## config.mk

```make
export PLATFORM = sky130hd
export DESIGN_NAME = rc4_stream_cipher
export DESIGN_NICKNAME = d
export VERILOG_FILES = /design/src/design/rc4_pkg.sv /design/src/design/rc4_stream_cipher.sv /design/src/design/rc4_regs.sv /design/src/design/rc4_dpath.sv /design/src/design/rc4_ctrl.sv
export SDC_FILE = /design/constraint.sdc
export NUM_CORES = 2
export LEC_CHECK = 0
export BUFFER_PORTS_ARGS = -buffer_cell sky130_fd_sc_hd__buf_2
export CAP_MARGIN = 40
export CORE_ASPECT_RATIO = 0.7
export CORE_MARGIN = 2
export CORE_UTILIZATION = 50
export CTS_CLUSTER_DIAMETER = 100
export DETAILED_ROUTE_END_ITERATION = 7
export PLACE_DENSITY_LB_ADDON = 0.2
export SKIP_LAST_GASP = 1
export SYNTH_ARGS = -nofsm -noshare
export SYNTH_HDL_FRONTEND = slang
export SYNTH_SLANG_ARGS = --single-unit
```

## constraint.sdc

```tcl
create_clock -name clk -period 15.7 [get_ports clk]
set_clock_uncertainty 0.05 [all_clocks]
set_input_delay 1.57 -clock clk [delete_from_list [all_inputs] [get_ports clk]]
set_output_delay 1.57 -clock clk [all_outputs]
set_load 0.02 [all_outputs]
```

## src/design/rc4_pkg.sv

```systemverilog
// Shared types and constants for the RC4 stream cipher block.
`default_nettype none

package rc4_pkg;

	// Width of the register bus address: two 64-bit registers at byte offsets 0 and 8.
	localparam int unsigned PADDR_W = 4;
	localparam int unsigned PDATA_W = 64;

	// Input transaction payload.
	typedef struct packed {
		logic       cmd;
		logic [7:0] data_in;
		logic       last_in;
	} in_item_t;

	// Result transaction payload.
	typedef struct packed {
		logic [7:0] data_out;
		logic       last_out;
	} out_item_t;

	// Command codes carried in the cmd field.
	localparam logic CMD_INIT = 1'b0;
	localparam logic CMD_DATA = 1'b1;

	// Read address sources for the permutation memory.
	typedef enum logic [1:0] {
		RD_I_NEXT = 2'd0,
		RD_N      = 2'd1,
		RD_J_NEXT = 2'd2,
		RD_SUM    = 2'd3
	} rd_sel_t;

	// Write address and data sources for the permutation memory.
	typedef enum logic [1:0] {
		WR_FILL = 2'd0,
		WR_N    = 2'd1,
		WR_I    = 2'd2,
		WR_J    = 2'd3
	} wr_sel_t;

	// Commands from the controller to the datapath.
	typedef struct packed {
		logic    cnt_clr;
		logic    cnt_inc;
		logic    ld_in;
		logic    rd_en;
		rd_sel_t rd_sel;
		logic    ld_a;
		logic    ld_j;
		logic    key_mode;
		logic    ld_b;
		logic    wr_en;
		wr_sel_t wr_sel;
		logic    ld_out;
		logic    clr_idx;
	} ctrl_cmd_t;

	// Status from the datapath to the controller.
	typedef struct packed {
		logic cnt_last;
		logic out_free;
	} dp_status_t;

endpackage

`default_nettype wire

```

## src/design/rc4_stream_cipher.sv

```systemverilog
// Top level of the RC4 stream cipher: key registers, controller and datapath.
// Data byte: D_J, D_SI and D_SJ follow acceptance and the input stalls; D_SJ loads the output register
//   once it is free, as set by the single read and write port of the 256-entry permutation memory.
// Init command: a fill pass restores the identity, then each key schedule entry steps through KS_RN,
//   KS_RJ, KS_WN and KS_WJ before the next transaction is taken; it gives no result.
// Reset: keys and indices clear at once; a pass over every entry then writes the identity
//   permutation while the input stays stalled. Register writes are taken throughout.
`default_nettype none

module rc4_stream_cipher (
	input  wire logic                         clk,
	input  wire logic                         arst_n,
	// Configuration port.
	input  wire logic                         psel,
	input  wire logic                         penable,
	input  wire logic                         pwrite,
	input  wire logic [rc4_pkg::PADDR_W-1:0]  paddr,
	input  wire logic [rc4_pkg::PDATA_W-1:0]  pwdata,
	output logic      [rc4_pkg::PDATA_W-1:0]  prdata,
	output logic                              pready,
	// Input channel.
	input  wire logic                         in_valid,
	output logic                              in_stall,
	input  wire rc4_pkg::in_item_t            in_data,
	// Output channel.
	output logic                              out_valid,
	input  wire logic                         out_stall,
	output rc4_pkg::out_item_t                out_data
);

	logic [rc4_pkg::PDATA_W-1:0] key_low;
	logic [rc4_pkg::PDATA_W-1:0] key_high;
	rc4_pkg::ctrl_cmd_t          cmd;
	rc4_pkg::dp_status_t         status;

	// The key registers are read only when an init command runs the schedule, so a
	// new key takes effect at the next init transaction.
	rc4_regs u_regs (
		.clk      (clk),
		.arst_n   (arst_n),
		.psel     (psel),
		.penable  (penable),
		.pwrite   (pwrite),
		.paddr    (paddr),
		.pwdata   (pwdata),
		.prdata   (prdata),
		.pready   (pready),
		.key_low  (key_low),
		.key_high (key_high)
	);

	// The controller takes one transaction at a time and steps the datapath through
	// the fill pass, the key schedule or the states D_J, D_SI and D_SJ of a data byte.
	rc4_ctrl u_ctrl (
		.clk      (clk),
		.arst_n   (arst_n),
		.in_valid (in_valid),
		.in_cmd   (in_data.cmd),
		.in_stall (in_stall),
		.status   (status),
		.cmd      (cmd)
	);

	// The datapath owns the permutation memory and the result register, so a
	// finished byte can wait downstream while the next transaction is accepted.
	rc4_dpath u_dpath (
		.clk       (clk),
		.arst_n    (arst_n),
		.cmd       (cmd),
		.status    (status),
		.in_data   (in_data),
		.key_low   (key_low),
		.key_high  (key_high),
		.out_valid (out_valid),
		.out_stall (out_stall),
		.out_data  (out_data)
	);

endmodule

`default_nettype wire

```

## src/design/rc4_regs.sv

```systemverilog
// Key register file behind the APB-style configuration port.
`default_nettype none

module rc4_regs (
	input  wire logic                         clk,
	input  wire logic                         arst_n,
	input  wire logic                         psel,
	input  wire logic                         penable,
	input  wire logic                         pwrite,
	input  wire logic [rc4_pkg::PADDR_W-1:0]  paddr,
	input  wire logic [rc4_pkg::PDATA_W-1:0]  pwdata,
	output logic      [rc4_pkg::PDATA_W-1:0]  prdata,
	output logic                              pready,
	output logic      [rc4_pkg::PDATA_W-1:0]  key_low,
	output logic      [rc4_pkg::PDATA_W-1:0]  key_high
);

	logic [rc4_pkg::PDATA_W-1:0] key_low_q;
	logic [rc4_pkg::PDATA_W-1:0] key_high_q;
	logic                        wr_fire;

	// Bit 3 of the byte address selects the register; the space holds only the two keys.
	assign wr_fire = psel && penable && pwrite;

	always_ff @(posedge clk or negedge arst_n) begin
		if (!arst_n) begin
			key_low_q  <= '0;
			key_high_q <= '0;
		end else if (wr_fire) begin
			if (paddr[3]) begin
				key_high_q <= pwdata;
			end else begin
				key_low_q <= pwdata;
			end
		end
	end

	assign prdata   = paddr[3] ? key_high_q : key_low_q;
	assign pready   = 1'b1;
	assign key_low  = key_low_q;
	assign key_high = key_high_q;

endmodule

`default_nettype wire

```

## src/design/rc4_dpath.sv

```systemverilog
// Datapath: permutation memory, indices, key byte selection and output register.
`default_nettype none

module rc4_dpath (
	input  wire logic                        clk,
	input  wire logic                        arst_n,
	input  wire rc4_pkg::ctrl_cmd_t          cmd,
	output rc4_pkg::dp_status_t              status,
	input  wire rc4_pkg::in_item_t           in_data,
	input  wire logic [rc4_pkg::PDATA_W-1:0] key_low,
	input  wire logic [rc4_pkg::PDATA_W-1:0] key_high,
	output logic                             out_valid,
	input  wire logic                        out_stall,
	output rc4_pkg::out_item_t               out_data
);

	logic [7:0] perm_mem [256];
	logic [7:0] rd_q;
	logic [7:0] i_q;
	logic [7:0] j_q;
	logic [7:0] n_q;
	logic [7:0] a_q;
	logic [7:0] b_q;
	logic [7:0] k_q;
	logic [7:0] data_q;
	logic       last_q;
	logic       out_valid_q;
	rc4_pkg::out_item_t out_q;

	logic [7:0] i_next;
	logic [7:0] key_byte;
	logic [7:0] key_term;
	logic [7:0] j_add;
	logic [7:0] sum_ab;
	logic [7:0] rd_addr;
	logic [7:0] wr_addr;
	logic [7:0] wr_data;
	logic [7:0] ks;
	logic [rc4_pkg::PDATA_W-1:0] key_word;

	assign i_next   = i_q + 8'd1;
	assign key_word = n_q[3] ? key_high : key_low;
	assign key_byte = key_word[{n_q[2:0], 3'b000} +: 8];
	assign key_term = cmd.key_mode ? key_byte : 8'd0;
	assign j_add    = j_q + rd_q + key_term;
	assign sum_ab   = a_q + rd_q;

	always_comb begin
		case (cmd.rd_sel)
			rc4_pkg::RD_I_NEXT: rd_addr = i_next;
			rc4_pkg::RD_N:      rd_addr = n_q;
			rc4_pkg::RD_J_NEXT: rd_addr = j_add;
			rc4_pkg::RD_SUM:    rd_addr = sum_ab;
			default:            rd_addr = n_q;
		endcase
	end

	always_comb begin
		case (cmd.wr_sel)
			rc4_pkg::WR_FILL: begin
				wr_addr = n_q;
				wr_data = n_q;
			end
			rc4_pkg::WR_N: begin
				wr_addr = n_q;
				wr_data = rd_q;
			end
			rc4_pkg::WR_I: begin
				wr_addr = i_q;
				wr_data = rd_q;
			end
			rc4_pkg::WR_J: begin
				wr_addr = j_q;
				wr_data = a_q;
			end
			default: begin
				wr_addr = n_q;
				wr_data = n_q;
			end
		endcase
	end

	// The keystream read is issued in the same cycle that S[i] is written, so it sees
	// the table before the swap; the two swapped entries are forwarded instead.
	always_comb begin
		if (k_q == j_q) begin
			ks = a_q;
		end else if (k_q == i_q) begin
			ks = b_q;
		end else begin
			ks = rd_q;
		end
	end

	always_ff @(posedge clk) begin
		if (cmd.wr_en) begin
			perm_mem[wr_addr] <= wr_data;
		end
		if (cmd.rd_en) begin
			rd_q <= perm_mem[rd_addr];
		end
	end

	always_ff @(posedge clk) begin
		if (cmd.ld_in) begin
			data_q <= in_data.data_in;
			last_q <= in_data.last_in;
		end
		if (cmd.ld_a) begin
			a_q <= rd_q;
		end
		if (cmd.ld_b) begin
			b_q <= rd_q;
			k_q <= sum_ab;
		end
		if (cmd.ld_out) begin
			out_q.data_out <= data_q ^ ks;
			out_q.last_out <= last_q;
		end
	end

	always_ff @(posedge clk or negedge arst_n) begin
		if (!arst_n) begin
			i_q         <= '0;
			j_q         <= '0;
			n_q         <= '0;
			out_valid_q <= 1'b0;
		end else begin
			if (cmd.clr_idx) begin
				i_q <= '0;
				j_q <= '0;
			end else begin
				if (cmd.ld_in) begin
					i_q <= i_next;
				end
				if (cmd.ld_j) begin
					j_q <= j_add;
				end
			end
			if (cmd.cnt_clr) begin
				n_q <= '0;
			end else if (cmd.cnt_inc) begin
				n_q <= n_q + 8'd1;
			end
			if (cmd.ld_out) begin
				out_valid_q <= 1'b1;
			end else if (!out_stall) begin
				out_valid_q <= 1'b0;
			end
		end
	end

	assign status.cnt_last = (n_q == 8'hFF);
	assign status.out_free = !out_valid_q || !out_stall;
	assign out_valid       = out_valid_q;
	assign out_data        = out_q;

	// A new result must never overwrite one that is still waiting.
	a_no_overwrite: assert property (@(posedge clk) disable iff (!arst_n)
		cmd.ld_out |-> status.out_free)
		else $error("result register loaded while a result is pending");

	// Clearing the indices leaves both at zero.
	a_idx_clear: assert property (@(posedge clk) disable iff (!arst_n)
		cmd.clr_idx |=> (i_q == 8'd0) && (j_q == 8'd0))
		else $error("indices not cleared");

endmodule

`default_nettype wire

```

## src/design/rc4_ctrl.sv

```systemverilog
// Controller state machine sequencing table fill, key schedule and data bytes.
`default_nettype none

module rc4_ctrl (
	input  wire logic               clk,
	input  wire logic               arst_n,
	input  wire logic               in_valid,
	input  wire logic               in_cmd,
	output logic                    in_stall,
	input  wire rc4_pkg::dp_status_t status,
	output rc4_pkg::ctrl_cmd_t      cmd
);

	typedef enum logic [9:0] {
		ST_IDLE  = 10'b0000000001,
		ST_FILL  = 10'b0000000010,
		ST_KS_RN = 10'b0000000100,
		ST_KS_RJ = 10'b0000001000,
		ST_KS_WN = 10'b0000010000,
		ST_KS_WJ = 10'b0000100000,
		ST_D_J   = 10'b0001000000,
		ST_D_SI  = 10'b0010000000,
		ST_D_SJ  = 10'b0100000000,
		ST_BOOT  = 10'b1000000000
	} state_t;

	state_t state_q;
	state_t state_d;

	always_comb begin
		state_d        = state_q;
		cmd            = '0;
		cmd.rd_sel     = rc4_pkg::RD_N;
		cmd.wr_sel     = rc4_pkg::WR_FILL;
		case (state_q)
			ST_IDLE: begin
				if (in_valid) begin
					if (in_cmd == rc4_pkg::CMD_DATA) begin
						cmd.ld_in  = 1'b1;
						cmd.rd_en  = 1'b1;
						cmd.rd_sel = rc4_pkg::RD_I_NEXT;
						state_d    = ST_D_J;
					end else begin
						cmd.cnt_clr = 1'b1;
						state_d     = ST_FILL;
					end
				end
			end
			// After reset the table is only brought back to the identity; no schedule runs.
			ST_BOOT: begin
				cmd.wr_en   = 1'b1;
				cmd.wr_sel  = rc4_pkg::WR_FILL;
				cmd.cnt_inc = 1'b1;
				if (status.cnt_last) begin
					state_d = ST_IDLE;
				end
			end
			ST_FILL: begin
				cmd.wr_en   = 1'b1;
				cmd.wr_sel  = rc4_pkg::WR_FILL;
				cmd.cnt_inc = 1'b1;
				if (status.cnt_last) begin
					cmd.clr_idx = 1'b1;
					state_d     = ST_KS_RN;
				end
			end
			ST_KS_RN: begin
				cmd.rd_en  = 1'b1;
				cmd.rd_sel = rc4_pkg::RD_N;
				state_d    = ST_KS_RJ;
			end
			ST_KS_RJ: begin
				cmd.ld_a     = 1'b1;
				cmd.ld_j     = 1'b1;
				cmd.key_mode = 1'b1;
				cmd.rd_en    = 1'b1;
				cmd.rd_sel   = rc4_pkg::RD_J_NEXT;
				state_d      = ST_KS_WN;
			end
			ST_KS_WN: begin
				cmd.wr_en  = 1'b1;
				cmd.wr_sel = rc4_pkg::WR_N;
				state_d    = ST_KS_WJ;
			end
			ST_KS_WJ: begin
				cmd.wr_en   = 1'b1;
				cmd.wr_sel  = rc4_pkg::WR_J;
				cmd.cnt_inc = 1'b1;
				if (status.cnt_last) begin
					cmd.clr_idx = 1'b1;
					state_d     = ST_IDLE;
				end else begin
					state_d = ST_KS_RN;
				end
			end
			ST_D_J: begin
				cmd.ld_a   = 1'b1;
				cmd.ld_j   = 1'b1;
				cmd.rd_en  = 1'b1;
				cmd.rd_sel = rc4_pkg::RD_J_NEXT;
				state_d    = ST_D_SI;
			end
			ST_D_SI: begin
				cmd.wr_en  = 1'b1;
				cmd.wr_sel = rc4_pkg::WR_I;
				cmd.ld_b   = 1'b1;
				cmd.rd_en  = 1'b1;
				cmd.rd_sel = rc4_pkg::RD_SUM;
				state_d    = ST_D_SJ;
			end
			ST_D_SJ: begin
				// Rewriting S[j] while the result waits is harmless.
				cmd.wr_en  = 1'b1;
				cmd.wr_sel = rc4_pkg::WR_J;
				if (status.out_free) begin
					cmd.ld_out = 1'b1;
					state_d    = ST_IDLE;
				end
			end
			default: begin
				state_d = ST_IDLE;
			end
		endcase
	end

	always_ff @(posedge clk or negedge arst_n) begin
		if (!arst_n) begin
			state_q <= ST_BOOT;
		end else begin
			state_q <= state_d;
		end
	end

	assign in_stall = (state_q != ST_IDLE);

	// An accepted data byte always starts the swap sequence.
	a_data_start: assert property (@(posedge clk) disable iff (!arst_n)
		(state_q == ST_IDLE && in_valid && in_cmd == rc4_pkg::CMD_DATA) |=> state_q == ST_D_J)
		else $error("data byte did not start its sequence");

	// The key schedule ends after its last entry and returns to idle.
	a_ks_done: assert property (@(posedge clk) disable iff (!arst_n)
		(state_q == ST_KS_WJ && status.cnt_last) |=> state_q == ST_IDLE)
		else $error("key schedule did not finish after the last entry");

endmodule

`default_nettype wire
```

## After elaboration in Yosys (flattened, before gate mapping)

Memories as Yosys holds them, arrays and structs flattened. A register that Yosys moved wholly into a read port is not among the register bits.
Index checks and enable logic that the tools add are counted.

| word-level totals | value |
|---|---|
| flip-flop bits (word level) | 205 |
| bits in writable memories | 2048 |
| output and inout port bits | 76 |
| word-level logic and storage cells | 109 |
| memories kept | 1 |

| operators by class | value |
|---|---|
| add/sub/neg operators | 5 |
| eq/ne operators | 25 |
| shift-type cells | 1 |
| mux-type cells | 41 |
| bitwise operators | 2 |
| reductions and logical operators | 20 |

Memory list:

| memory | words | width | read ports | clocked after memory_dff | write ports | RTL line | source |
|---|---|---|---|---|---|---|---|
| u_dpath.perm_mem | 256 | 8 | 1 | 1 | 1 | rc4_dpath.sv:17 | `logic [7:0] perm_mem [256];` |

Operator list:

| kind | count |
|---|---|
| 64-bit two-way mux | 2 |
| 10-bit one-hot mux with 10 select lines | 1 |
| 8-bit two-way mux | 9 |
| 64-bit by 7-bit variable part select with 8-bit output | 1 |
| 8-bit one-hot mux with 3 select lines | 2 |
| 10-bit two-way mux | 4 |
| 8-bit one-hot mux with 4 select lines | 1 |
| 8-bit adder | 3 |
| 3-bit one-hot mux with 4 select lines | 2 |
| 8-bit by 1-bit adder with 8-bit output (second input constant) | 2 |
| 8-bit == test | 2 |
| 1-bit two-way mux | 15 |
| 2-bit OR reduction | 6 |
| 10-bit by 1-bit == test with 1-bit output (second input constant) | 1 |
| 10-bit == test (second input constant) | 1 |
| 10-bit by 2-bit == test with 1-bit output (second input constant) | 1 |
| 10-bit by 3-bit == test with 1-bit output (second input constant) | 1 |
| 10-bit by 4-bit == test with 1-bit output (second input constant) | 1 |
| 10-bit by 5-bit == test with 1-bit output (second input constant) | 1 |
| 10-bit by 6-bit == test with 1-bit output (second input constant) | 1 |
| 10-bit by 7-bit == test with 1-bit output (second input constant) | 1 |
| 10-bit by 8-bit == test with 1-bit output (second input constant) | 1 |
| 10-bit by 9-bit == test with 1-bit output (second input constant) | 1 |
| 10-bit by 1-bit inequality test with 1-bit output (second input constant) | 1 |
| 19 further kinds | 33 |

## Depth between registers and ports, before layout

| logic depth | value |
|---|---|
| depth after elaboration | 6 |
| gate-level depth with buffers | 23 |
| mapped depth without buffers | 20 |

## By module

From an unflattened synthesis, not the netlist that was laid out.

| unflattened totals | value |
|---|---|
| cells, all modules | 5878 |
| area, all modules | 93589.8 um2 |

Modules (own cells, without submodules):

| module | instances | cells an instance | area each (um2) | sequential area each (um2) |
|---|---|---|---|---|
| rc4_dpath | 1 | 5444 | 86978.4 | 63626.0 |
| rc4_regs | 1 | 344 | 5786.8 | 3203.1 |
| rc4_ctrl | 1 | 90 | 824.5 | 251.5 |

## Worst setup path before layout

Ideal clock, no wire load.

| path | value |
|---|---|
| path type | reg-to-reg |
| start | register u_ctrl.state_q[2] |
| end | memory u_dpath.perm_mem[0][7] (data pin) |
| setup time | 2188 ps |
| data arrival time | 12398 ps |
| path slack | 1065 ps |
| cell stages (with the launch flop) | 14 |
| clock period less this slack | 14635 ps |
| cells stage by stage | dfrtp_1 -> buf_2 -> nor4_1 -> and2_1 -> nand2_1 -> and2_1 -> clkbuf_1 -> nand2_1 -> clkbuf_1 -> inv_1 -> ha_1 -> clkbuf_2 -> a22oi_1 -> o21ai_0 |

| on the way | value |
|---|---|
| cells in the longest elaborated chain, start to end | 6 |

Ends and longest elaborated chain:

| element | RTL line | source |
|---|---|---|
| from (decl) | rc4_ctrl.sv:27 | `state_t state_q;` |
| from (signal assigned) | rc4_ctrl.sv:130 | `state_q <= state_d;` |
| 10-bit by 6-bit == test with 1-bit output (tied with other cells) | rc4_ctrl.sv:35 | `case (state_q)` |
| 2-bit OR reduction (no line) | - |  |
| 3-bit one-hot mux with 4 select lines (*) | rc4_ctrl.sv:35 |  |
| 2-bit by 1-bit == test with 1-bit output / 2-bit == test (equally long branches) | rc4_dpath.sv:59 | `case (cmd.wr_sel)` |
| 2-bit OR reduction (no line) | - |  |
| 8-bit one-hot mux with 3 select lines (*) | rc4_dpath.sv:59 |  |
| net u_dpath.wr_data[7] | rc4_dpath.sv:37 | `logic [7:0] wr_data;` |
| to (decl) | rc4_dpath.sv:17 |  |

The timed path passes the listed nets; every way through them passes the cells marked *.

## Final worst setup path

| path | value |
|---|---|
| start | register u_dpath.n_q[3] |
| end | register u_dpath.rd_q[6] (read register of u_dpath.perm_mem) (data pin) |

| on the way | value |
|---|---|
| cells in the longest elaborated chain, start to end | 5 |

Ends and longest elaborated chain:

| element | RTL line | source |
|---|---|---|
| from (decl) | rc4_dpath.sv:21 | `logic [7:0] n_q;` |
| from (signal assigned) | rc4_dpath.sv:143 | `n_q <= n_q + 8'd1;` |
| 64-bit two-way mux | rc4_dpath.sv:42 | `assign key_word = n_q[3] ? key_high : key_low;` |
| 64-bit by 7-bit variable part select with 8-bit output | rc4_dpath.sv:43 | `assign key_byte = key_word[{n_q[2:0], 3'b000} +: 8];` |
| 8-bit two-way mux | rc4_dpath.sv:44 | `assign key_term = cmd.key_mode ? key_byte : 8'd0;` |
| 8-bit adder | rc4_dpath.sv:45 | `assign j_add = j_q + rd_q + key_term;` |
| 8-bit one-hot mux with 4 select lines (*) | rc4_dpath.sv:49 | `case (cmd.rd_sel)` |
| to (decl) | rc4_dpath.sv:18 | `logic [7:0] rd_q;` |

Every way passes the cells marked *; elsewhere a longest branch is shown, timed or not.
A chain may end at the register's enable or synchronous reset.

==> impl_results.md <==
* Most common cell after layout, fill and taps aside: edfxtp_1
* Switching share of power at roughly 43%
* First-pass iteration count of the detailed router at 8
* # IOs at roughly 160
* Startpoint type of the worst setup path: register
* Post-CTS setup buffers at 0
* Hold Path Class: register to register
* Number of global-route vias before repair at 55430
* WL/cell at between 20 and 30 um
* Failing checks: DRC
* Clock-pin transition on the worst setup and hold timing paths at 0.07 ns
* Largest net degree at the start of global routing at approximately 220
* CP peak stage delay at between 0.7 and 0.8 ns
* CP endpoint kind: register
* Post-Syn Area at roughly 93000 um^2
* Flops & latches, synth at between 2000 and 2500
* Synth area leader: edfxtp_1
* Drt total wl at 271.8 mm
* Syn nets at 6877
* CTS tree: done
* Std-Cell Rows at between 100 and 150
* Yosys Warn Count at 0
* CORE AREA at approximately 180000 um^2
* Max Root-Sink Buffers at 3
* First-pass GRT wire length at between 300 and 400 mm
* Residual DRC at 3
* Final Hold Fails at 0
* Final Cycle Share at a little over half
* CTS Hold Buffers Added at 0
* Die W at between 500 and 600 um
* Post-DP HPWL at 165.3 mm
* Clk Latency, worst-skew pair at around 0.85 ns
* Fmax at roughly 120 MHz
* Min Hold Slack at just under 0.4 ns
* Non-filler cells, final at roughly 9600
* Net Sw Power at 9606 uW
* Post-synth ARST share at under 10%
* Pins Over Slew Limit at 0
* WP data required at 16.31 ns
* CTS Root Cell: clkbuf_16
* Num CTS Buffers at approximately 200
* Filler cells at ~15000
* TNS Setup at 0 ns
* IO buf count at approximately 160
* DIE AREA at 189400 um^2
* Final worst slack at 7.238 ns
* P_int at 12640 uW
* Layout cell share with drive strength beyond 1 at a little over an eighth
* Hold path depth at 0
* Sequential power share at between 30% and 40%
* RSZ-0062 raised after global routing: false
* Worst vdd rail ir drop at between 0.3 and 0.4 mV
* Combinational share of power at roughly 46%
* Die Ht at 364.7 um
* Via-to-Cell Ratio at about 6.2
* Final #Nets at about 7000
* Cells after Synth at around 6800
* Kind of critical path: register to register
* Final antenna-violating net count at 0
* Yosys top cell area share at between 60 and 70%
* Most frequent cells in the layout: edfxtp_1, nand2_1, nand3_1
* Initial antenna violation count at 8
* Status: complete, but fails checks
* Slew @ Worst Pin at about 1.4 ns
* Avg Cell Area, Syn at around 14 um^2
* Worst-path cell chain: buf_4 > mux4_2 > mux4_2 > and2_1 > fa_1 > ha_1 > and2_1 > a211oi_1 > o211a_1 > a21o_4 > buf_12 > buf_4 > nand2_1 > and3_1 > a311oi_1 > a31oi_1 > o21ai_0 > o22ai_1 > nand4_1
* Pwr dens at ~210 nW/um^2
* Placed insts at just over 9000
* Top FF cell, synth: edfxtp_1
* Area growth syn-to-layout at 11.36%
* Clock sinks at approximately 2300
* Crit path DAT at 9.08 ns
* Sequential area share after synthesis at between 70% and 80%
* Most area-consuming cells after synthesis: edfxtp_1, nand2_1, dfrtp_1
* GRT Overall Usage at 28.39%
* EDFF count, synth at around 2100
* CTS resizes at 0
* Synth cell types at 87
* Starting density of the core at between 50% and 60%
* Slowest CP cell: buf_4
* DR vias at approximately 60000
* Critical path peak fanout at about 160
* # Max-Cap Violations at 0
* Final setup viols at 0
* Leak pwr at 0.03567 uW
* Max_slew headroom at between 6 and 7%
* Clk pwr share at 21.8%
* Pre-CTS WS at 7.397 ns
* H-Tree Depth at 4
* Tmin final at approximately 8.5 ns
* Utilization after layout at between 50% and 60%
* Worst r2r path cells at 19
* Routability cong. at roughly 0.89
* Total grt overflow at 0
* Starting DRT DRC Count at between 8000 and 9000
==> worst max-delay path, delay by kind of cell (launching register included) <==
kind / cells / cell delay (ns)
AOI/OAI and AO/OA: 7 / 2.56
buffers and inverters: 3 / 1.88
muxes: 2 / 1.22
and+or+nand+nor: 5 / 0.94
adders and majority gates: 2 / 0.76
DFF: 1 / 0.40
==> power groups by stage <==
stage,clock network [uW],registers (uW),logic (uW)
2_1_floorplan,0,7630,5970
3_3_place_gp,0,7390,9620
3_5_place_dp,0,7390,9850
4_1_cts,4880,7260,9880
5_1_grt,5120,7290,10700
6_report,4850,7280,10100
==> per-layer routing <==
metal  track usage, %  up-vias  part of all wire (%)
met5           0.6256        -                 0.071
met4            8.680        6                   3.0
met3            8.537      440                    13
met2            39.84     3294                    42
met1            42.40    29810                    42
li1                 -    25520                     -
==> final cells by class <==
type | instances | area [um^2] | share of cell area, %
flip-flops and latches | 2261 | 67080 | 64.81
multi-input cells | 4043 | 23980 | 23.17
diodes | 5 | 12.51 | 0.01209
well taps | 2479 | 3102 | 2.997
repair buffers | 375 | 2909 | 2.810
clock buffers | 269 | 5502 | 5.315
inverters | 30 | 112.6 | 0.1088
clock inverters | 103 | 809.5 | 0.7821
==> synthesized netlist by cell type, types with 4 or more instances <==
master,instances
nand3_1,489
o21ai_0,94
buf_1,42
xnor2_1,32
buf_2,221
o221ai_1,6
clkbuf_1,146
a221o_1,4
a311oi_1,19
nand4_1,51
and3_1,104
nor2_1,340
inv_1,30
o211ai_1,25
and4b_1,5
o211a_1,4
buf_4,22
a21oi_1,250
a22oi_1,64
xor2_1,22
a32oi_1,44
nor4_1,22
mux2_2,199
mux4_2,77
a211oi_1,23
a21o_1,11
or4_1,4
a2111oi_0,4
mux2i_1,243
o2111ai_1,5
and2_1,15
fa_1,9
or3_1,6
a31oi_1,126
ha_1,16
o22ai_1,68
nor3_1,24
a221oi_1,33
edfxtp_1,2098
o22a_1,10
nand4b_1,7
dfrtp_1,162
nand2_1,1522
==> worst paths after layout <==
| path | slack, ns | from | to |
|---|---|---|---|
| worst max-delay path | 7.24 | u_dpath.n_q[3] | u_dpath.rd_q[6] |
| worst min-delay path | 0.38 | u_dpath.last_q | u_dpath.out_data[0] |
| worst max register to register | 7.24 | u_dpath.n_q[3] | u_dpath.rd_q[6] |
| worst min register to register | 0.38 | u_dpath.last_q | u_dpath.out_data[0] |
| max in group asynchronous | 13.89 | arst_n | u_dpath.n_q[3] |
| min in group asynchronous | 0.51 | arst_n | u_regs.key_high[43] |
==> flip-flops by register name (all words and copies together) (netlist names), 8 cells and up <==
| signal | count |
|---|---|
| u_dpath.j_q | 8 |
| u_dpath.k_q | 8 |
| u_dpath.out_data | 9 |
| u_regs.key_low | 64 |
| u_dpath.data_q | 8 |
| u_dpath.a_q | 8 |
| u_dpath.b_q | 8 |
| u_dpath.n_q | 8 |
| u_dpath.rd_q | 8 |
| u_dpath.perm_mem | 2048 |
| u_dpath.i_q | 8 |
| u_ctrl.state_q | 10 |
| u_regs.key_high | 64 |
==> logic make-up after synthesis <==
kind of cell,Yosys count,synth area share (%)
multiplexers,519,6.893
AND/OR/NAND/NOR,2619,12.03
adder cells (fa/ha/maj),25,0.4092
buffers and inverters,463,2.266
other,1,0.004034
AO/OA/AOI/OAI,825,5.716
XOR/XNOR,54,0.5088
flip-flops,2261,72.17
==> stage by stage <==
stage               total power, uW  cell area, um^2
CTS                           22020           103400
global route                  23060           103500
finish                        22250           103500
floorplan                     13600            92950
detailed placement            17240            97120
global placement              17010            96200
No activity file was read; power rests on OpenSTA's default activity.
